$ cat src/sv/appliance_panel_bridge_fsm_macros.svh
// Assertion macros for the appliance panel bridge.
// Each macro expects aclk and aresetn to be visible in the scope where it is used.
`ifndef APPLIANCE_PANEL_BRIDGE_FSM_MACROS_SVH
`define APPLIANCE_PANEL_BRIDGE_FSM_MACROS_SVH

// The consequent must hold in the same cycle as the antecedent.
`define APBF_ASSERT_IMPL(lbl, ante, cons, msg) \
    lbl: assert property (@(posedge aclk) disable iff (!aresetn) (ante) |-> (cons)) \
        else $error(msg);

// The consequent must hold in the cycle after the antecedent.
`define APBF_ASSERT_NEXT(lbl, ante, cons, msg) \
    lbl: assert property (@(posedge aclk) disable iff (!aresetn) (ante) |=> (cons)) \
        else $error(msg);

`endif

$ cat src/sv/apbf_pkg.sv
// Package for the appliance panel bridge: state type, command, address and button codes.
// It has no dependencies and is imported by appliance_panel_bridge_fsm.
`default_nettype none

package apbf_pkg;

    typedef enum logic [7:0] {
        ST_OFF     = 8'b0000_0001,
        ST_POWERUP = 8'b0000_0010,
        ST_IDLE    = 8'b0000_0100,
        ST_BREW    = 8'b0000_1000,
        ST_END     = 8'b0001_0000,
        ST_WATER   = 8'b0010_0000,
        ST_COVER   = 8'b0100_0000,
        ST_DRAWER  = 8'b1000_0000
    } state_t;

    typedef enum logic [1:0] {
        CMD_HOST      = 2'd0,
        CMD_BUS_WRITE = 2'd1,
        CMD_BUS_READ  = 2'd2,
        CMD_TICK      = 2'd3
    } cmd_t;

    localparam int          NUM_STATUS  = 10;
    localparam int          DELAY_W     = 20;
    localparam logic [DELAY_W-1:0] DELAY_RESET = 20'd200;

    localparam logic [7:0] ADDR_BUTTON  = 8'h00;
    localparam logic [7:0] ADDR_ALT     = 8'h80;
    localparam logic [7:0] ADDR_STATUS  = 8'h10;
    localparam logic [7:0] ADDR_STATUS_LAST = 8'h19;
    localparam logic [7:0] ADDR_POWER   = 8'h20;
    localparam logic [7:0] ALT_VALUE    = 8'h07;

    localparam logic [7:0] HB_START = 8'h73;  // 's'
    localparam logic [7:0] HB_END   = 8'h65;  // 'e'
    localparam logic [7:0] HB_E     = 8'h45;
    localparam logic [7:0] HB_M     = 8'h4D;
    localparam logic [7:0] HB_B     = 8'h42;
    localparam logic [7:0] HB_C     = 8'h43;
    localparam logic [7:0] HB_L     = 8'h4C;
    localparam logic [7:0] HB_QUERY = 8'h3F;  // '?'

    localparam logic [7:0] BTN_POWER = 8'h01;
    localparam logic [7:0] BTN_E     = 8'h02;
    localparam logic [7:0] BTN_M     = 8'h10;
    localparam logic [7:0] BTN_B     = 8'h20;
    localparam logic [7:0] BTN_C     = 8'h08;
    localparam logic [7:0] BTN_L     = 8'h04;

    localparam logic [7:0] RESET_BYTE = 8'hFF;
    localparam logic [7:0] REPLY_YES  = 8'h59;  // 'Y'
    localparam logic [7:0] REPLY_NO   = 8'h4E;  // 'N'

    localparam logic [7:0] STAT_ZERO = 8'h00;
    localparam logic [7:0] STAT_ONE  = 8'h01;
    localparam logic [7:0] STAT_TWO  = 8'h02;

    function automatic logic [7:0] state_letter(state_t s);
        logic [7:0] letter;
        unique case (s)
            ST_OFF:     letter = 8'h58;  // 'X'
            ST_POWERUP: letter = 8'h53;  // 'S'
            ST_IDLE:    letter = 8'h49;  // 'I'
            ST_BREW:    letter = 8'h42;  // 'B'
            ST_END:     letter = 8'h45;  // 'E'
            ST_WATER:   letter = 8'h57;  // 'W'
            ST_COVER:   letter = 8'h43;  // 'C'
            ST_DRAWER:  letter = 8'h44;  // 'D'
            default:    letter = 8'h58;
        endcase
        return letter;
    endfunction

endpackage

`default_nettype wire

$ cat src/sv/appliance_panel_bridge_fsm.sv
// Top level of the appliance panel bridge: event stream in, reply word out, APB register.
// Depends on apbf_pkg and appliance_panel_bridge_fsm_macros.svh.
`default_nettype none
`include "appliance_panel_bridge_fsm_macros.svh"

// The bridge takes one event word per cycle while the output is not held by m_tready, and
// returns one result word for each. An accepted word lands in an input register, is
// evaluated by one level of compare and select logic against the panel state, and its
// result is then registered in the output register. The input register doubles as a skid
// stage, so one more word is taken while a result waits on m_tready. The check delay
// register at byte address 0 should only be written while no words are in flight.
module appliance_panel_bridge_fsm
    import apbf_pkg::*;
(
    input  wire logic        aclk,
    input  wire logic        aresetn,

    input  wire logic        s_tvalid,
    output logic             s_tready,
    // Fields from bit 0: host_byte[7:0], reg_addr[15:8], reg_data[23:16].
    input  wire logic [23:0] s_tdata,
    // Fields from bit 0: command[1:0].
    input  wire logic [1:0]  s_tuser,

    output logic             m_tvalid,
    input  wire logic        m_tready,
    // Fields from bit 0: reply_valid[0], reply_byte[8:1], read_byte[16:9], irq[17],
    // zero padding[23:18].
    output logic [23:0]      m_tdata,

    input  wire logic        psel,
    input  wire logic        penable,
    input  wire logic        pwrite,
    input  wire logic [2:0]  paddr,
    input  wire logic [31:0] pwdata,
    output logic [31:0]      prdata,
    output logic             pready
);

    logic [DELAY_W-1:0] delay_reg;

    logic               in_valid_reg, in_valid_next;
    logic [1:0]         in_cmd_reg;
    logic [7:0]         in_host_reg, in_addr_reg, in_data_reg;

    logic               m_valid_reg, m_valid_next;
    logic               out_reply_valid_reg, out_reply_valid_next;
    logic [7:0]         out_reply_byte_reg, out_reply_byte_next;
    logic [7:0]         out_read_byte_reg, out_read_byte_next;
    logic               out_irq_reg;

    state_t             state_reg, state_next;
    logic [7:0]         button_reg, button_next;
    logic [7:0]         status_reg [NUM_STATUS];
    logic [7:0]         status_next [NUM_STATUS];
    logic [7:0]         power_reg, power_next;
    logic               ptr_alt_reg, ptr_alt_next;
    logic [7:0]         saved_reg, saved_next;
    logic               irq_reg, irq_next;
    logic [DELAY_W-1:0] check_countdown_reg, check_countdown_next;
    logic               check_armed_reg, check_armed_next;

    logic               out_ready, step, s_accept;
    logic [DELAY_W-1:0] arm_value, count_dec;
    logic [3:0]         status_idx;
    logic               all_ok;
    state_t             fault_state;

    assign pready   = 1'b1;
    assign prdata   = (paddr[2] == 1'b0) ? {{(32-DELAY_W){1'b0}}, delay_reg} : 32'd0;

    assign out_ready = !m_valid_reg || m_tready;
    assign step      = in_valid_reg && out_ready;
    assign s_tready  = !in_valid_reg || out_ready;
    assign s_accept  = s_tvalid && s_tready;
    assign m_tvalid  = m_valid_reg;
    assign m_tdata   = {6'd0, out_irq_reg, out_read_byte_reg, out_reply_byte_reg,
                        out_reply_valid_reg};

    assign arm_value  = (delay_reg == '0) ? DELAY_W'(1) : delay_reg;
    assign count_dec  = (check_countdown_reg != '0) ? check_countdown_reg - DELAY_W'(1)
                                                     : '0;
    assign status_idx = 4'(in_addr_reg - ADDR_STATUS);
    assign all_ok     = (status_reg[5] == STAT_ONE) && (status_reg[6] == STAT_ONE) &&
                        (status_reg[7] == STAT_ONE) && (status_reg[8] == STAT_ONE) &&
                        (status_reg[9] == STAT_ONE);

    always_comb begin
        fault_state = state_reg;
        if (status_reg[4] == STAT_TWO) fault_state = ST_WATER;
        if (status_reg[5] == STAT_TWO) fault_state = ST_COVER;
        if (status_reg[8] == STAT_TWO) fault_state = ST_DRAWER;
    end

    always_comb begin
        in_valid_next = in_valid_reg;
        if (s_accept) begin
            in_valid_next = 1'b1;
        end else if (step) begin
            in_valid_next = 1'b0;
        end
        m_valid_next = m_valid_reg;
        if (step) begin
            m_valid_next = 1'b1;
        end else if (m_tready) begin
            m_valid_next = 1'b0;
        end
    end

    always_comb begin
        state_next           = state_reg;
        button_next          = button_reg;
        status_next          = status_reg;
        power_next           = power_reg;
        ptr_alt_next         = ptr_alt_reg;
        saved_next           = saved_reg;
        irq_next             = irq_reg;
        check_countdown_next = check_countdown_reg;
        check_armed_next     = check_armed_reg;
        out_reply_valid_next = 1'b0;
        out_reply_byte_next  = 8'h00;
        out_read_byte_next   = 8'h00;
        if (step) begin
            unique case (cmd_t'(in_cmd_reg))
                CMD_HOST: begin
                    unique case (in_host_reg)
                        HB_START: begin
                            out_reply_valid_next = 1'b1;
                            if (state_reg != ST_OFF) begin
                                out_reply_byte_next = REPLY_NO;
                            end else begin
                                out_reply_byte_next = REPLY_YES;
                                button_next = BTN_POWER;
                                state_next  = ST_POWERUP;
                                irq_next    = 1'b1;
                            end
                        end
                        HB_END: begin
                            out_reply_valid_next = 1'b1;
                            if (state_reg == ST_OFF) begin
                                out_reply_byte_next = REPLY_NO;
                            end else begin
                                out_reply_byte_next = REPLY_YES;
                                button_next = BTN_POWER;
                                state_next  = ST_END;
                                irq_next    = 1'b1;
                            end
                        end
                        HB_E, HB_M, HB_B, HB_C, HB_L: begin
                            out_reply_valid_next = 1'b1;
                            if (state_reg != ST_IDLE) begin
                                out_reply_byte_next = REPLY_NO;
                            end else begin
                                out_reply_byte_next = REPLY_YES;
                                state_next = ST_BREW;
                                irq_next   = 1'b1;
                                priority if (in_host_reg == HB_E) button_next = BTN_E;
                                else if (in_host_reg == HB_M) button_next = BTN_M;
                                else if (in_host_reg == HB_B) button_next = BTN_B;
                                else if (in_host_reg == HB_C) button_next = BTN_C;
                                else button_next = BTN_L;
                            end
                        end
                        HB_QUERY: begin
                            out_reply_valid_next = 1'b1;
                            out_reply_byte_next  = state_letter(state_reg);
                        end
                        default: begin
                        end
                    endcase
                end
                CMD_BUS_WRITE: begin
                    priority if (in_addr_reg == ADDR_BUTTON || in_addr_reg == ADDR_ALT) begin
                        ptr_alt_next = (in_addr_reg == ADDR_ALT);
                    end else if (in_addr_reg >= ADDR_STATUS &&
                                 in_addr_reg <= ADDR_STATUS_LAST) begin
                        status_next[status_idx] = in_data_reg;
                    end else if (in_addr_reg == ADDR_POWER) begin
                        power_next = in_data_reg;
                    end
                    check_countdown_next = arm_value;
                    check_armed_next     = 1'b1;
                end
                CMD_BUS_READ: begin
                    irq_next = 1'b0;
                    if (ptr_alt_reg) begin
                        out_read_byte_next = ALT_VALUE;
                    end else begin
                        out_read_byte_next = button_reg;
                        if (button_reg != 8'h00) begin
                            saved_next  = button_reg;
                            button_next = 8'h00;
                        end else begin
                            button_next = saved_reg;
                            saved_next  = 8'h00;
                        end
                    end
                    check_countdown_next = arm_value;
                    check_armed_next     = 1'b1;
                end
                CMD_TICK: begin
                    if (check_armed_reg) begin
                        check_countdown_next = count_dec;
                        if (count_dec == '0) begin
                            check_armed_next = 1'b0;
                            priority if (button_reg == 8'h00 && state_reg == ST_POWERUP) begin
                                irq_next = 1'b1;
                                if (power_reg == STAT_ONE) begin
                                    status_next = '{default: RESET_BYTE};
                                    power_next  = RESET_BYTE;
                                    button_next = BTN_POWER;
                                    state_next  = ST_POWERUP;
                                end
                            end else if (button_reg == 8'h00 &&
                                         (state_reg == ST_END || state_reg == ST_BREW)) begin
                                irq_next = 1'b1;
                            end else if (power_reg == STAT_ONE) begin
                                status_next = '{default: RESET_BYTE};
                                power_next  = RESET_BYTE;
                                button_next = RESET_BYTE;
                                state_next  = ST_OFF;
                                irq_next    = 1'b0;
                            end else if (status_reg[1] == STAT_TWO) begin
                                state_next = ST_POWERUP;
                            end else if (status_reg[0] == STAT_ZERO &&
                                         status_reg[1] == STAT_ONE) begin
                                state_next = fault_state;
                            end else if (status_reg[0] == STAT_ONE &&
                                         status_reg[1] == STAT_ZERO) begin
                                state_next = all_ok ? ST_IDLE : ST_BREW;
                            end
                        end
                    end
                end
                default: begin
                end
            endcase
        end
    end

    always_ff @(posedge aclk) begin
        if (!aresetn) begin
            delay_reg           <= DELAY_RESET;
            in_valid_reg        <= 1'b0;
            m_valid_reg         <= 1'b0;
            state_reg           <= ST_OFF;
            button_reg          <= RESET_BYTE;
            status_reg          <= '{default: RESET_BYTE};
            power_reg           <= RESET_BYTE;
            ptr_alt_reg         <= 1'b0;
            saved_reg           <= 8'h00;
            irq_reg             <= 1'b0;
            check_countdown_reg <= '0;
            check_armed_reg     <= 1'b0;
        end else begin
            if (psel && penable && pwrite && pready && paddr[2] == 1'b0) begin
                delay_reg <= pwdata[DELAY_W-1:0];
            end
            in_valid_reg        <= in_valid_next;
            m_valid_reg         <= m_valid_next;
            state_reg           <= state_next;
            button_reg          <= button_next;
            status_reg          <= status_next;
            power_reg           <= power_next;
            ptr_alt_reg         <= ptr_alt_next;
            saved_reg           <= saved_next;
            irq_reg             <= irq_next;
            check_countdown_reg <= check_countdown_next;
            check_armed_reg     <= check_armed_next;
        end
    end

    always_ff @(posedge aclk) begin
        if (s_accept) begin
            in_cmd_reg  <= s_tuser;
            in_host_reg <= s_tdata[7:0];
            in_addr_reg <= s_tdata[15:8];
            in_data_reg <= s_tdata[23:16];
        end
        if (step) begin
            out_reply_valid_reg <= out_reply_valid_next;
            out_reply_byte_reg  <= out_reply_byte_next;
            out_read_byte_reg   <= out_read_byte_next;
            out_irq_reg         <= irq_next;
        end
    end

    `APBF_ASSERT_NEXT(a_read_clears_irq, step && in_cmd_reg == CMD_BUS_READ, !out_irq_reg, "bus read result carries a raised irq")
    `APBF_ASSERT_NEXT(a_irq_matches, step, out_irq_reg == irq_reg, "result irq differs from the interrupt line")
    `APBF_ASSERT_IMPL(a_armed_nonzero, check_armed_reg, check_countdown_reg != '0, "armed check timer holds zero")
    `APBF_ASSERT_IMPL(a_no_reply_zero, m_valid_reg && !out_reply_valid_reg, out_reply_byte_reg == 8'h00, "reply byte set without reply_valid")

endmodule

`default_nettype wire

$ cat config.mk
export PLATFORM = sky130hd
export DESIGN_NAME = appliance_panel_bridge_fsm
export DESIGN_NICKNAME = d
export VERILOG_FILES = /design/src/sv/apbf_pkg.sv /design/src/sv/appliance_panel_bridge_fsm.sv
export VERILOG_INCLUDE_DIRS = /design/src /design/src/sv
export SDC_FILE = /design/constraint.sdc
export NUM_CORES = 1
export LEC_CHECK = 0
export ABC_AREA = 1
export BUFFER_PORTS_ARGS = -buffer_cell sky130_fd_sc_hd__buf_2
export CORE_MARGIN = 2
export CORE_UTILIZATION = 58
export CTS_CLUSTER_SIZE = 25
export DETAILED_ROUTE_END_ITERATION = 10
export PLACE_DENSITY_LB_ADDON = 0.05
export SETUP_SLACK_MARGIN = 0.1
export SLEW_MARGIN = 20
export SYNTH_ARGS = -nofsm -noshare
export SYNTH_HDL_FRONTEND = slang
export SYNTH_SLANG_ARGS = --single-unit
export TNS_END_PERCENT = 1
$ cat constraint.sdc
create_clock -name aclk -period 3 [get_ports aclk]
set_clock_uncertainty 0.1 [all_clocks]
set_input_delay 0.6 -clock aclk [delete_from_list [all_inputs] [get_ports aclk]]
set_output_delay 0.6 -clock aclk [all_outputs]
set_load 0.02 [all_outputs]
==> impl_results.md <==
* Max-cap check violation count at 0
* Ant diodes at 0
* Number of CTS-inserted buffers at 17
* Chip height at 128 um
* Synthesized instance count at 1185
* Fmax achieved at 0.361 GHz
* Max Buffers Root-to-Sink at 2
* Most used DFF post-synth: dfxtp_1
* Worst-margin pin slew at 0.819 ns
* Max-Slew Margin vs Limit at ~45%
* Core Box Area at 15100 um^2
* Crit Path Category: reg2reg
* Req. time, crit path at roughly 3.2 ns
* Initial drt markers at 597
* Fin. max-slew vios at 0
* Syn avg cell area at around 7.5 um^2
* Antenna violations before repair at 0
* Static Leakage at approximately 5.0 nW
* RSZ-0062 raised after global routing: no
* DP Wirelength at around 14000 um
* End of the worst register-to-register path: status_reg[36]$_SDFFE_PN1P_
* Hold depth at 1
* Initial Util at around 59%
* GRT Resource Usage Total at between 20% and 30%
* Worst EP arrival at 2.96 ns
* Die width at 128 um
* Placed cells at 1437
* R2r setup slk at 0.23 ns
* CTS hold repair buffers at 0
* CTS tree: done
* CTS root buf: clkbuf_16
* Post-synth EDFFs at 42
* Crit end category: flip-flop
* Clk sink count at 183
* Gr ovfl total at 0
* Outcome: completed
* Row count at 45
* Drt pass-1 iters at 5
* Netlist cell types at 41
* Wirelength, routed at 20500 um
* NumNets Final at approximately 1400
* Synthesized flop and latch total at 183
* DRC at 0
* Final Power at approximately 5.7 mW
* Ys async rst share at 0%
* I/O Pins at around 130
* Yosys Warn Count at 0
* Gp weighted congestion at 0.859
* HP Start: s_tdata[17]
* Setup violations, final at 0
* Hold endpoint: in_data_reg[1]$_DFFE_PP_
* Reg2Reg Depth at 18
* Reg clk slew, reported paths at approximately 0.07 ns
* Pwr/cell area at 557 nW/um^2
* Input/output buffers at 91
* Detailed-route via count at slightly below 8000
* CP Launch Type: flip-flop
* Synth Cell Area at 8880 um^2
* First-pass GRT wire length at 33400 um
* Final period util at 92.2%
* # H-tree levels at 4
* Largest net degree at the start of global routing at 112
* WL/cell at 13.8 um
* ANT nets after route at 0
* Share of cells above drive strength 1 at 15.4%
* Die area at 16300 um^2
* Crit Path Max Fanout at 9
* Area growth syn-to-layout at 15.0%
* Worst hold slack at 0.230 ns
* Number of global-route vias before repair at 7072
* Worst Hold Class: in2reg
* Fin. Hold Viols at 0
* Setup TNS at 0 ns
* Most common cell after layout, fill and taps aside: nand2_1
* Period minus WS final at 2.77 ns
* Worst skew pair latency at 0.44 ns
* Worst reg2reg startpoint: check_countdown_reg[1]$_SDFFE_PN0P_
* Largest register FFs at 64
* Seq/Total Area, Yosys at 46.0%
* Non-filler cells, final at 1489
* Most frequent cells in the layout: 259 x nand2_1, 151 x nor2_1, 141 x dfxtp_1
* Vias per Instance at 5.29
* Peak supply drop at 0.391 mV
[routing by layer]
metal	GRT usage [%]	up-vias	share of wire [%]
met2	40.2	208	46
met3	5.43	26	5.6
li1	-	4086	-
met4	8.53	0	1.4
met5	0	-	0
met1	35.0	3563	48
[per-stage QoR]
step,setup WS [ns],utilization [%],instance area [um^2]
after floorplan,0.537,-,8950
after global placement,0.125,62.5,9430
after detailed placement,0.0862,62.5,9430
after CTS,0.166,66.4,10000
after global routing,0.0817,67.6,10200
final,0.233,67.6,10200
[kinds of logic after synthesis]
kind of cell / Yosys count / synth area share (%)
AO/OA/AOI/OAI: 161 / 10.5
XOR/XNOR: 3 / 0.296
adder cells (fa/ha/maj): 5 / 0.705
buffers and inverters: 202 / 9.75
flip-flops: 183 / 46.0
other: 2 / 0.0846
AND/OR/NAND/NOR: 629 / 32.6
[worst max-delay path: stages, from the launching register on]
cell and delay [ns]:
dfxtp_1 0.31, inv_1 0.08, ha_2 0.22, nand2_4 0.10
nor2_8 0.15, buf_6 0.15, nand3_1 0.07, nand3_1 0.11
nand2_1 0.08, nor2_1 0.11, nand2_1 0.13, nor2_4 0.13
nand2_2 0.10, nand2_8 0.13, nand2_8 0.17, nor2_8 0.22
inv_2 0.10, nand2_1 0.07, nand3_1 0.07
[report_power, final]
group          internal [mW]  leakage [nW]  switching (mW)
clock                   1.18         0.286            1.02
sequential              2.61          1.55          0.0538
combinational          0.250          3.18           0.563
[worst max-delay path by stage]
stage                                    startpoint                           to  slack (ns)  cells past startpoint
2_1_floorplan   check_countdown_reg[0]$_SDFFE_PN0P_  status_reg[32]$_SDFFE_PN1P_        0.54                     18
3_3_place_gp    check_countdown_reg[0]$_SDFFE_PN0P_  status_reg[30]$_SDFFE_PN1P_        0.12                     17
3_5_place_dp    check_countdown_reg[0]$_SDFFE_PN0P_  status_reg[36]$_SDFFE_PN1P_        0.09                     17
4_1_cts         check_countdown_reg[0]$_SDFFE_PN0P_  status_reg[31]$_SDFFE_PN1P_        0.17                     17
5_1_grt        check_countdown_reg[17]$_SDFFE_PN0P_  status_reg[27]$_SDFFE_PN1P_        0.08                     16
6_report        check_countdown_reg[1]$_SDFFE_PN0P_  status_reg[36]$_SDFFE_PN1P_        0.23                     18
[synth_stat cells (2+ instances only)]
cell type  instances  area, um^2
nand2_1          260         976
nor2_1           153         574
dfxtp_1          141        2820
inv_1            129         484
nand3_1          125         626
a21oi_1           61         305
o21ai_0           49         245
edfxtp_1          42        1260
clkbuf_1          33         124
buf_4             23         173
nand4_1           23         144
a211oi_1          19         143
nor3_1            17        85.1
o211ai_1          17         128
nor4_1            15        93.8
nor2_8             8         160
a221oi_1           7        61.3
inv_2              7        26.3
buf_2              5        25.0
ha_1               5        62.6
nor2_2             5        31.3
or2_2              5        31.3
nand2_2            4        25.0
nand3b_1           4        30.0
xor2_1             3        26.3
a31oi_1            2        12.5
clkinv_1           2        7.51
conb_1             2        7.51
nand2_8            2        40.0
nand3_2            2        20.0
nor2_4             2        22.5
nor3b_1            2        15.0
o21ai_1            2        10.0
o22ai_1            2        12.5
[layout make-up]
class / count / area, um^2
Tap cell: 188 / 235
Fill cell: 1363 / 4880
Multi-Input combinational cell: 821 / 4050
Clock inverter: 11 / 100
Clock buffer: 21 / 482
Sequential cell: 183 / 4080
Inverter: 140 / 536
Timing Repair Buffer: 125 / 718
[what timing repair did]
action	4_1_cts	5_1_grt
pin swaps	0	11
endpoints found under the setup margin	51	64
setup buffers	0	18
resized for setup	0	11
hold endpoints to repair	0	0
cloned	1	1
(Power assumes the default switching activity.)
